## config.mk

```make
export PLATFORM = sky130hd
export DESIGN_NAME = swrl_ctrl
export DESIGN_NICKNAME = d
export VERILOG_FILES = /design/src/swrl_pkg.sv /design/src/swrl_ctrl.sv
export SDC_FILE = /design/constraint.sdc
export NUM_CORES = 1
export LEC_CHECK = 0
export BUFFER_PORTS_ARGS = -buffer_cell sky130_fd_sc_hd__buf_2
export CAP_MARGIN = 20
export CORE_MARGIN = 4
export CORE_UTILIZATION = 45
export DETAILED_ROUTE_END_ITERATION = 16
export HOLD_SLACK_MARGIN = 0.1
export MAX_ROUTING_LAYER = met4
export PLACE_DENSITY = 0.85
export SKIP_LAST_GASP = 1
export SLEW_MARGIN = 20
export SYNTH_ARGS = -nofsm -noshare
export SYNTH_HDL_FRONTEND = slang
export SYNTH_SLANG_ARGS = --single-unit
export TNS_END_PERCENT = 10
```

## constraint.sdc

```tcl
create_clock -name i_clk -period 2 [get_ports i_clk]
set_input_delay 0.4 -clock i_clk [delete_from_list [all_inputs] [get_ports i_clk]]
set_output_delay 0.4 -clock i_clk [all_outputs]
set_load 0.05 [all_outputs]
```

## src/swrl_pkg.sv

```systemverilog
// Shared types and constants for the sliding window rate limiter.
// Depends on nothing; swrl_ctrl, swrl_dp, the top level and the testbench import it.
package swrl_pkg;

    localparam int KEY_ENTRIES = 64;
    localparam int QUEUE_DEPTH = 128;
    localparam int KEY_W       = $clog2(KEY_ENTRIES);
    localparam int QUEUE_W     = $clog2(QUEUE_DEPTH);
    localparam int CNT_W       = 8;
    localparam int RING_AW     = KEY_W + QUEUE_W;
    localparam int KEYV_W      = 33;
    localparam int HC_W        = QUEUE_W + CNT_W;
    localparam int CFG_IDX_W   = 3;
    localparam int CFG_DATA_W  = 32;

    localparam logic [CFG_IDX_W-1:0] REG_AUTH_MAX  = 3'd0;
    localparam logic [CFG_IDX_W-1:0] REG_AUTH_WIN  = 3'd1;
    localparam logic [CFG_IDX_W-1:0] REG_API_MAX   = 3'd2;
    localparam logic [CFG_IDX_W-1:0] REG_API_WIN   = 3'd3;
    localparam logic [CFG_IDX_W-1:0] REG_CLEAN_AGE = 3'd4;
    localparam logic [CFG_IDX_W-1:0] REG_CLEAN_PER = 3'd5;

    localparam logic [7:0]  RST_AUTH_MAX  = 8'd5;
    localparam logic [31:0] RST_AUTH_WIN  = 32'd60000;
    localparam logic [7:0]  RST_API_MAX   = 8'd100;
    localparam logic [31:0] RST_API_WIN   = 32'd60000;
    localparam logic [31:0] RST_CLEAN_AGE = 32'd300000;
    localparam logic [6:0]  RST_CLEAN_PER = 7'd100;

    typedef struct packed {
        logic load_req;
        logic sweep_mode;
        logic idx_clr;
        logic idx_inc;
        logic hc_rd;
        logic hc_load;
        logic st_rd;
        logic pop;
        logic free_entry;
        logic hc_wr;
        logic key_rd;
        logic key_cmp;
        logic sel_hit;
        logic sel_free;
        logic alloc;
        logic append;
        logic set_full;
        logic out_load;
    } t_cmd;

    typedef struct packed {
        logic sweep_due;
        logic idx_end;
        logic cur_valid;
        logic count_zero;
        logic too_old;
        logic found;
        logic free_found;
        logic out_free;
    } t_status;

endpackage

```

## src/swrl_ctrl.sv

```systemverilog
// Sequencer for the rate limiter: sweep, key search, stamp drop, append.
// Depends on swrl_pkg.
module swrl_ctrl (
    input  logic             i_clk,
    input  logic             i_rst_n,
    input  logic             i_valid,
    output logic             o_stall,
    input  swrl_pkg::t_status i_status,
    output swrl_pkg::t_cmd    o_cmd
);
    import swrl_pkg::*;

    localparam logic [3:0] S_IDLE   = 4'd0;
    localparam logic [3:0] S_START  = 4'd1;
    localparam logic [3:0] S_ENT    = 4'd2;
    localparam logic [3:0] S_HC_LD  = 4'd3;
    localparam logic [3:0] S_DROP   = 4'd4;
    localparam logic [3:0] S_CHK    = 4'd5;
    localparam logic [3:0] S_LK_RD  = 4'd6;
    localparam logic [3:0] S_LK_CMP = 4'd7;
    localparam logic [3:0] S_LK_END = 4'd8;
    localparam logic [3:0] S_ALLOC  = 4'd9;
    localparam logic [3:0] S_APPEND = 4'd10;
    localparam logic [3:0] S_WB     = 4'd11;
    localparam logic [3:0] S_OUT    = 4'd12;

    logic [3:0] r_state, n_state;
    logic       r_sweeping, n_sweeping;
    t_cmd       cmd;

    always_ff @(posedge i_clk) begin
        if (!i_rst_n) begin
            r_state    <= S_IDLE;
            r_sweeping <= 1'b0;
        end else begin
            r_state    <= n_state;
            r_sweeping <= n_sweeping;
        end
    end

    always_comb begin
        n_state        = r_state;
        n_sweeping     = r_sweeping;
        cmd            = '0;
        cmd.sweep_mode = r_sweeping;
        case (r_state)
            S_IDLE: begin
                if (i_valid) begin
                    cmd.load_req = 1'b1;
                    n_state      = S_START;
                end
            end
            S_START: begin
                cmd.idx_clr = 1'b1;
                if (i_status.sweep_due) begin
                    n_sweeping = 1'b1;
                    n_state    = S_ENT;
                end else begin
                    n_state = S_LK_RD;
                end
            end
            S_ENT: begin
                if (i_status.idx_end) begin
                    cmd.idx_clr = 1'b1;
                    n_sweeping  = 1'b0;
                    n_state     = S_LK_RD;
                end else if (!i_status.cur_valid) begin
                    cmd.idx_inc = 1'b1;
                end else begin
                    cmd.hc_rd = 1'b1;
                    n_state   = S_HC_LD;
                end
            end
            S_HC_LD: begin
                cmd.hc_load = 1'b1;
                n_state     = S_DROP;
            end
            S_DROP: begin
                if (i_status.count_zero) begin
                    if (r_sweeping) begin
                        cmd.free_entry = 1'b1;
                        cmd.idx_inc    = 1'b1;
                        n_state        = S_ENT;
                    end else begin
                        n_state = S_APPEND;
                    end
                end else begin
                    cmd.st_rd = 1'b1;
                    n_state   = S_CHK;
                end
            end
            S_CHK: begin
                if (i_status.too_old) begin
                    cmd.pop = 1'b1;
                    n_state = S_DROP;
                end else if (r_sweeping) begin
                    cmd.hc_wr   = 1'b1;
                    cmd.idx_inc = 1'b1;
                    n_state     = S_ENT;
                end else begin
                    n_state = S_APPEND;
                end
            end
            S_LK_RD: begin
                if (i_status.idx_end) begin
                    n_state = S_LK_END;
                end else begin
                    cmd.key_rd = 1'b1;
                    n_state    = S_LK_CMP;
                end
            end
            S_LK_CMP: begin
                cmd.key_cmp = 1'b1;
                cmd.idx_inc = 1'b1;
                n_state     = S_LK_RD;
            end
            S_LK_END: begin
                // after a hit the entry walk reuses S_ENT with a valid entry
                if (i_status.found) begin
                    cmd.sel_hit = 1'b1;
                    n_state     = S_ENT;
                end else if (i_status.free_found) begin
                    cmd.sel_free = 1'b1;
                    n_state      = S_ALLOC;
                end else begin
                    cmd.set_full = 1'b1;
                    n_state      = S_OUT;
                end
            end
            S_ALLOC: begin
                cmd.alloc = 1'b1;
                n_state   = S_DROP;
            end
            S_APPEND: begin
                cmd.append = 1'b1;
                n_state    = S_WB;
            end
            S_WB: begin
                cmd.hc_wr = 1'b1;
                n_state   = S_OUT;
            end
            S_OUT: begin
                if (i_status.out_free) begin
                    cmd.out_load = 1'b1;
                    n_state      = S_IDLE;
                end
            end
            default: begin
                n_state    = S_IDLE;
                n_sweeping = 1'b0;
            end
        endcase
    end

    assign o_stall = (r_state != S_IDLE);
    assign o_cmd   = cmd;

`ifndef ASSERT_OFF
    a_sweep_no_append: assert property (@(posedge i_clk) disable iff (!i_rst_n)
        r_sweeping |-> !cmd.append && !cmd.alloc && !cmd.out_load)
        else $error("append or result during sweep");
    a_accept_stalls: assert property (@(posedge i_clk) disable iff (!i_rst_n)
        (i_valid && !o_stall) |=> o_stall)
        else $error("second item taken while busy");
    a_out_then_idle: assert property (@(posedge i_clk) disable iff (!i_rst_n)
        cmd.out_load |=> !o_stall)
        else $error("controller did not return to idle");
`endif

endmodule

```

Word-level counts from Yosys, hierarchy flattened:

Cells that the tools add are included.

* bits in registers: 5
* output and inout port bits: 19
* logic and storage cells: 74

* equality and inequality tests: 17
* muxes and demuxes: 48
* bitwise operators: 1
* reductions and logical operators: 6

Operators with widths (count)
* $pmux W4 S12: 1
* $mux W4: 9
* $mux W1: 30
* $eq A4 B4 Y1 const B: 5
* $eq A4 B3 Y1 const B: 4
* $reduce_or A11 Y1: 1
* $eq A4 B2 Y1 const B: 2
* $ne A2 B2 Y1 const B: 4
* $mux W3: 2
* $reduce_and A3 Y1: 2
* $eq A4 B1 Y1 const B: 1
* $logic_not A4 Y1: 1
* $mux W2: 2
* $pmux W1 S2: 2
* $pmux W1 S4: 1
* $reduce_bool A4 Y1: 1
* $ne A3 B3 Y1 const B: 1
* $pmux W1 S3: 1
* $reduce_or A2 Y1: 1
* $not A1 Y1: 1

Depth between registers and ports, before layout:

Gate-level depths: netlist of the first run.

* depth in word-level cells: 4
* mapped depth: 6
* gate-level depth less buffers: 4

Worst setup path after synthesis of the first run:

No wires, ideal clock.

* kind: reg-to-output
* start point: register r_state[2]
* end point: output o_cmd[14] (netlist bit)
* data arrival time: 2.562 ns
* required time: 1.600 ns
* path slack: -0.962 ns
* stages on the path, launching flop included: 5
* buffers on the path: 2
* cells stage by stage: dfxtp_1 > buf_4 > buf_2 > nand2_1 > o311ai_0

RTL lines
* start, declared: RTL line swrl_ctrl.sv:27 `logic [3:0] r_state, n_state;`
* start signal, assigned: RTL line swrl_ctrl.sv:36 `r_state <= n_state;`
* end, declared: RTL line swrl_ctrl.sv:9 `output swrl_pkg::t_cmd o_cmd`

==> results.md, run 1 <==
* GRT Util Overall at 20.6%
* Maximum vdd drop at 0.836 mV
* Sink Count at 5
* DRC Markers at 0
* Status: completed
* Initial DRC Count at 16
* Pwr Density at 1270 mW/mm2
* Worst hold path class: primary input to flip-flop
* Diodes inserted at 0
* Count of final hold-check violations at 0
* Worst setup path startpoint: r_state[3]$_SDFFE_PN0P_
* Reg2Reg Setup Slack at 0.46 ns
* Clock latency on the worst-skew pair at 0.23 ns
* Die Y at 46.1 um
* Mapped Avg Cell Area at 7.16 um2
* Fin. max-slew vios at 0
* Final worst-path cycle share at 97.8%
* CTS tree: yes
* Post-DP HPWL at 1520 um
* P&R area growth vs syn at 32.8%
* Row cnt at 13
* Final wirelength at 1880 um
* RSZ-0062 raised after global routing: true
* Leakage power at 0.000416 uW
* Gpl congestion at 0.876
* Initial antenna violation count at 0
* Number of global-route vias before repair at 699
* Startpoint types: flip-flop
* Core box area at 0.00133 mm2
* DR vias at 793
* Worst setup EP type: output port
* Clk root buf: clkbuf_4
* Share of cells above drive strength 1 at 41.5%
* CP Data Arrival Time at 1.56 ns
* Worst EP required at 1.60 ns
* Worst Tran Pin Value at 0.297 ns
* Mapped Area at 652 um2
* Critical path class: flip-flop to output port
* Total gr overflow at 0
* Commonest non-fill, non-tap cell in the layout: buf_2
* First-pass iteration count of the detailed router at 4
* Wire per inst at 13.6 um
* Max-Cap Viols at 0
* Clock Path Buffers at 2
* Effective utilization at floorplan at 48.9%
* Worst slew margin at 80.1%
* Io pins at 30
* First-pass GRT wire length at 3130 um
* Largest net degree at the start of global routing at 20
* Most frequent cells in the layout: buf_2 (27), nand2_1 (9), nor2_1 (8), buf_4 (8), nand2b_1 (6)
* FMAX at 511 MHz
* Via/cell ratio at 5.75
* PortBufs at 29
* Die width at 46.1 um
* Hold slack at 0.429 ns
* Hold path start: i_rst_n
* Reg2Reg Launch Point: r_state[1]$_SDFFE_PN0P_
* Sequential-to-total area share from yosys stat at 15.4%
* Die footprint at 0.00212 mm2
* CP Max Fanout at 4
* Fin Clk Skew at 0.000759 ns
* TritonCTS Buffers at 3
* Tot Pwr at 1100 uW
* #FFs+latches synth at 5
* Crit path time final at 1.96 ns
* Cell variety after synth at 41
* Post-Synthesis Cells at 91
* Yosys warnings at 0
* Final setup vio count at 0
* Post-route ant nets at 0
* Reg clk slew, reported paths at 0.04 ns
* CTS HTree Levels at 1
* Mapped Nets at 102
* Final nets at 135
flip-flops by register name, indices dropped and copies added, names as in the netlist:
register    flops
r_state         4
r_sweeping      1
final timing paths:
check	to	cells after the start
max	o_cmd[14]	5
min	r_state[2]$_SDFFE_PN0P_	2
max reg2reg	r_state[2]$_SDFFE_PN0P_	5
min reg2reg	r_state[3]$_SDFFE_PN0P_	3
cells by family (layout without fill, tap and decap cells):
family	Yosys count	after routing	share of synthesized area, %
DFF	5	5	15.4
AOI/OAI and AO/OA	18	18	20.3
xor gates and xnor gates	1	1	1.34
muxes	2	2	3.07
buffers and inverters	11	43	10.7
and+or+nand+nor	54	54	49.1
cells in the mapped netlist:
cell type / instances / area share [%]
nand4_1: 1 / 0.96
nand2_1: 9 / 5.2
and2_1: 2 / 1.9
o31a_1: 2 / 2.7
nor3_1: 2 / 1.5
a221oi_1: 1 / 1.3
o211ai_1: 1 / 1.2
nor3b_1: 2 / 2.3
or2b_1: 1 / 1.2
inv_1: 2 / 1.2
xor2_1: 1 / 1.3
nor2_2: 2 / 1.9
a311o_1: 1 / 1.5
and2b_1: 2 / 2.3
nand2b_1: 6 / 5.8
buf_4: 5 / 5.8
nor2_1: 8 / 4.6
nor4b_1: 1 / 1.3
nor2b_1: 2 / 1.9
or2_0: 1 / 0.96
buf_6: 1 / 1.7
inv_2: 1 / 0.58
nor4_1: 1 / 0.96
nand3_1: 1 / 0.77
a31oi_1: 1 / 0.96
buf_2: 2 / 1.5
a32oi_1: 1 / 1.3
o311ai_0: 1 / 1.3
a21oi_1: 1 / 0.77
a211oi_1: 2 / 2.3
or2_2: 1 / 0.96
or2b_2: 1 / 1.3
o21ai_0: 5 / 3.8
nand3b_2: 1 / 1.7
mux2i_1: 2 / 3.1
and4b_1: 2 / 3.1
dfxtp_1: 5 / 15
a21boi_1: 1 / 1.2
a211oi_2: 1 / 1.9
nand3b_1: 4 / 4.6
and3_1: 4 / 3.8
per-stage QoR:
stage | utilization [%] | std cells | instance area, um2 | worst slack (ns) | TNS (ns)
6_report | 64.9 | 138 | 866 | 0.0441 | 0
5_1_grt | 64.9 | 138 | 866 | -0.0461 | -0.0860
3_3_place_gp | 62.2 | 134 | 830 | 0.180 | 0
2_1_floorplan | - | 91 | 672 | -0.323 | -1.05
4_1_cts | 64.3 | 138 | 857 | 0.00472 | 0
3_5_place_dp | 62.2 | 134 | 830 | 0.120 | 0
routing by layer:
| layer | global-route usage (%) | wire [um] | up-vias |
|---|---|---|---|
| met3 | 5.47 | 172 | 4 |
| li1 | - | - | 392 |
| met1 | 24.5 | 797 | 349 |
| met2 | 34.1 | 886 | 48 |
| met4 | 5.11 | 26 | 0 |
| met5 | - | 0 | - |
power breakdown:
group | switching (uW) | internal, uW
Clock | 35.1 | 75.0
Sequential | 75.5 | 139
Combinational | 499 | 278
Total | 610 | 492
repair_timing:
| action | 4_1_cts | 5_1_grt |
|---|---|---|
| endpoints found under the setup margin | 6 | 5 |
| pin swaps | 0 | 0 |
| buffers inserted | 0 | 0 |
| hold buffers | 0 | 0 |
| resized for setup | 1 | 5 |
critical path, stage by stage, from the launching register on:
cell and delay (ns):
dfxtp_1 0.32, or2b_1 0.29, nor2_1 0.15, nand3b_1 0.14, o311ai_2 0.11, buf_2 0.31
cell type report:
type	instances	area, um2
multi-input combinational	75	502
clock buffer	4	26.3
sequential	5	105
timing repair buffer	36	203
fill	127	468
tap	15	18.8
inverter	3	11.3
(Power assumes the default switching activity.)
==> run 2, diff against run 1 <==
==> constraint.sdc (replaced) <==
create_clock -name i_clk -period 2 [get_ports i_clk]
set_input_delay 0.3 -clock i_clk [delete_from_list [all_inputs] [get_ports i_clk]]
set_output_delay 0.3 -clock i_clk [all_outputs]
set_load 0.05 [all_outputs]
==> results.md, run 2 (synthesis results as in run 1) <==
* Initial antenna violation count at 0 (unchanged)
* Leakage power at 0.000394 uW (was 0.000416 uW)
* Crit path time final at 1.95 ns (was 1.96 ns)
* Clock Path Buffers at 2 (unchanged)
* Worst setup EP type: output port (unchanged)
* Post-DP HPWL at 1380 um (was 1520 um)
* Clock latency on the worst-skew pair at 0.24 ns (was 0.23 ns)
* Share of cells above drive strength 1 at 37.8% (was 41.5%)
* Setup ws final at 0.0458 ns (was 0.0441 ns)
* Worst path cell trace: or2b_1 > nor2_1 > nand3b_1 > o311ai_1 > buf_4 (was or2b_1 > nor2_1 > nand3b_1 > o311ai_2 > buf_2)
* Largest net degree at the start of global routing at 20 (unchanged)
* Effective utilization at floorplan at 48.9% (unchanged)
* Post-route ant nets at 0 (unchanged)
* Final nets at 131 (was 135)
* Worst EP required at 1.70 ns (was 1.60 ns)
* Gpl congestion at 0.876 (about the same)
* Setup_tns at 0 ns (unchanged)
* Pwr Density at 1310 mW/mm2 (was 1270 mW/mm2)
* Max incr delay on CP at 0.45 ns (was 0.32 ns)
* Final setup vio count at 0 (unchanged)
* Fill count at 126 (was 127)
* Maximum vdd drop at 0.935 mV (was 0.836 mV)
* Commonest non-fill, non-tap cell in the layout: buf_2 (unchanged)
* CP max stage cell: dfxtp_1 (unchanged)
* Clk root buf: clkbuf_4 (unchanged)
* Worst hold path class: primary input to flip-flop (unchanged)
* Number of global-route vias before repair at 644 (was 699)
* TritonCTS Buffers at 3 (unchanged)
* Final wirelength at 1860 um (was 1880 um)
* Final worst-path cycle share at 97.7% (was 97.8%)
* Max FFs per register at 4 (unchanged)
* Max-Cap Viols at 0 (unchanged)
* Worst Tran Pin Value at 0.361 ns (was 0.297 ns)
* Total gr overflow at 0 (unchanged)
* CTS HTree Levels at 1 (unchanged)
* Die Y at 46.1 um (unchanged)
* Fin Clk Skew at 0.00462 ns (was 0.000759 ns)
* Hold Buf Count CTS at 0 (unchanged)
* First-pass GRT wire length at 2790 um (was 3130 um)
* Initial DRC Count at 31 (was 16)
* CP Buf/Inv Count at 1 (unchanged)
* Reg2Reg Setup Slack at 0.37 ns (was 0.46 ns)
* Die footprint at 0.00212 mm2 (unchanged)
* Placement Cell Area at 786 um2 (was 830 um2)
* DRC Markers at 0 (unchanged)
* Diodes inserted at 0 (unchanged)
* Core box area at 0.00133 mm2 (unchanged)
* Most frequent cells in the layout: buf_2 (27), nand2_1 (9), nor2_1 (8), nand2b_1 (6) (was buf_2 (27), nand2_1 (9), nor2_1 (8), buf_4 (8), nand2b_1 (6))
* Startpoint types: flip-flop (unchanged)
* CP top delay family: simple AND/OR/NAND/NOR gates (unchanged)
* CP Max Fanout at 8 (was 4)
* Post-route cell area at 820 um2 (was 866 um2)
* GRT Util Overall at 18.8% (was 20.6%)
* First-pass iteration count of the detailed router at 4 (unchanged)
* Status: completed (unchanged)
* Io pins at 30 (unchanged)
* PortBufs at 29 (unchanged)
* Fin. max-slew vios at 0 (unchanged)
* Die width at 46.1 um (unchanged)
* RSZ-0062 raised after global routing: true (unchanged)
* Hold slack at 0.318 ns (was 0.429 ns)
* CTS tree: yes (unchanged)
* Top reg by flops: r_state (unchanged)
* P&R area growth vs syn at 25.7% (was 32.8%)
* Critical path class: flip-flop to output port (unchanged)
* Row cnt at 13 (unchanged)
* Count of final hold-check violations at 0 (unchanged)
* Tot Pwr at 1080 uW (was 1100 uW)
* Via/cell ratio at 5.87 (was 5.75)
* Sink Count at 5 (unchanged)
* Worst slew margin at 75.8% (was 80.1%)
* FMAX at 512 MHz (was 511 MHz)
* Wire per inst at 13.9 um (was 13.6 um)
* Reg clk slew, reported paths at 0.05 ns (was 0.04 ns)
* Pre-CTS WS at 0.215 ns (was 0.120 ns)
* CP Data Arrival Time at 1.65 ns (was 1.56 ns)
* DR vias at 787 (was 793)
* Largest registers: r_state (4), r_sweeping (1) (unchanged)
## run 2: timing repair
item                       4_1_cts  5_1_grt
setup endpoints to repair        3       10
resized for setup                3        1
setup buffers                    0        0
## run 2: final cells by class
cell class / instances / area [um2] / area share [%]
multi-input cells: 75 / 488 / 59.5
repair buffers: 32 / 173 / 21.1
flip-flops and latches: 5 / 103 / 12.5
clock buffers: 4 / 26.3 / 3.21
well taps: 15 / 18.8 / 2.29
inverters: 3 / 11.3 / 1.37
## run 2: layer usage
layer	global-route usage [%]	wire (um)	up-vias	share of wire (%)
met5	-	0	-	0
met4	10.2	9	0	0.48
met3	2.34	192	2	10
met2	28.8	867	40	47
li1	-	-	383	-
met1	23.5	789	362	42
## run 2: power by group
| part | internal (uW) | total [uW] | leakage, uW | switching [uW] |
|---|---|---|---|---|
| Sequential | 134 | 228 | 0.0000419 | 94.4 |
| Combinational | 254 | 729 | 0.000337 | 475 |
| Clock | 75.5 | 118 | 0.0000150 | 42.9 |
| Total | 463 | 1080 | 0.000394 | 612 |
## run 2: worst paths after layout
kind,from,cells past startpoint,to
setup reg to reg,r_state[1]$_SDFFE_PN0P_,5,r_state[2]$_SDFFE_PN0P_
hold / removal,i_rst_n,2,r_state[2]$_SDFFE_PN0P_
setup / recovery,r_state[1]$_SDFFE_PN0P_,5,o_cmd[14]
hold reg to reg,r_state[1]$_SDFFE_PN0P_,2,r_state[3]$_SDFFE_PN0P_
## run 2: per-stage QoR
step                      utilization [%]  cells
after floorplan                         -     91
after global placement               58.9    130
after detailed placement             58.9    130
after CTS                            61.4    134
after global routing                 61.4    134
final                                61.4    134
## run 2: worst reg2reg max path: stages (launching register included)
cell     delay, ns
dfxtp_1       0.37
buf_4         0.20
nor2_2        0.23
a21oi_1       0.10
a311o_1       0.34
o31a_1        0.27
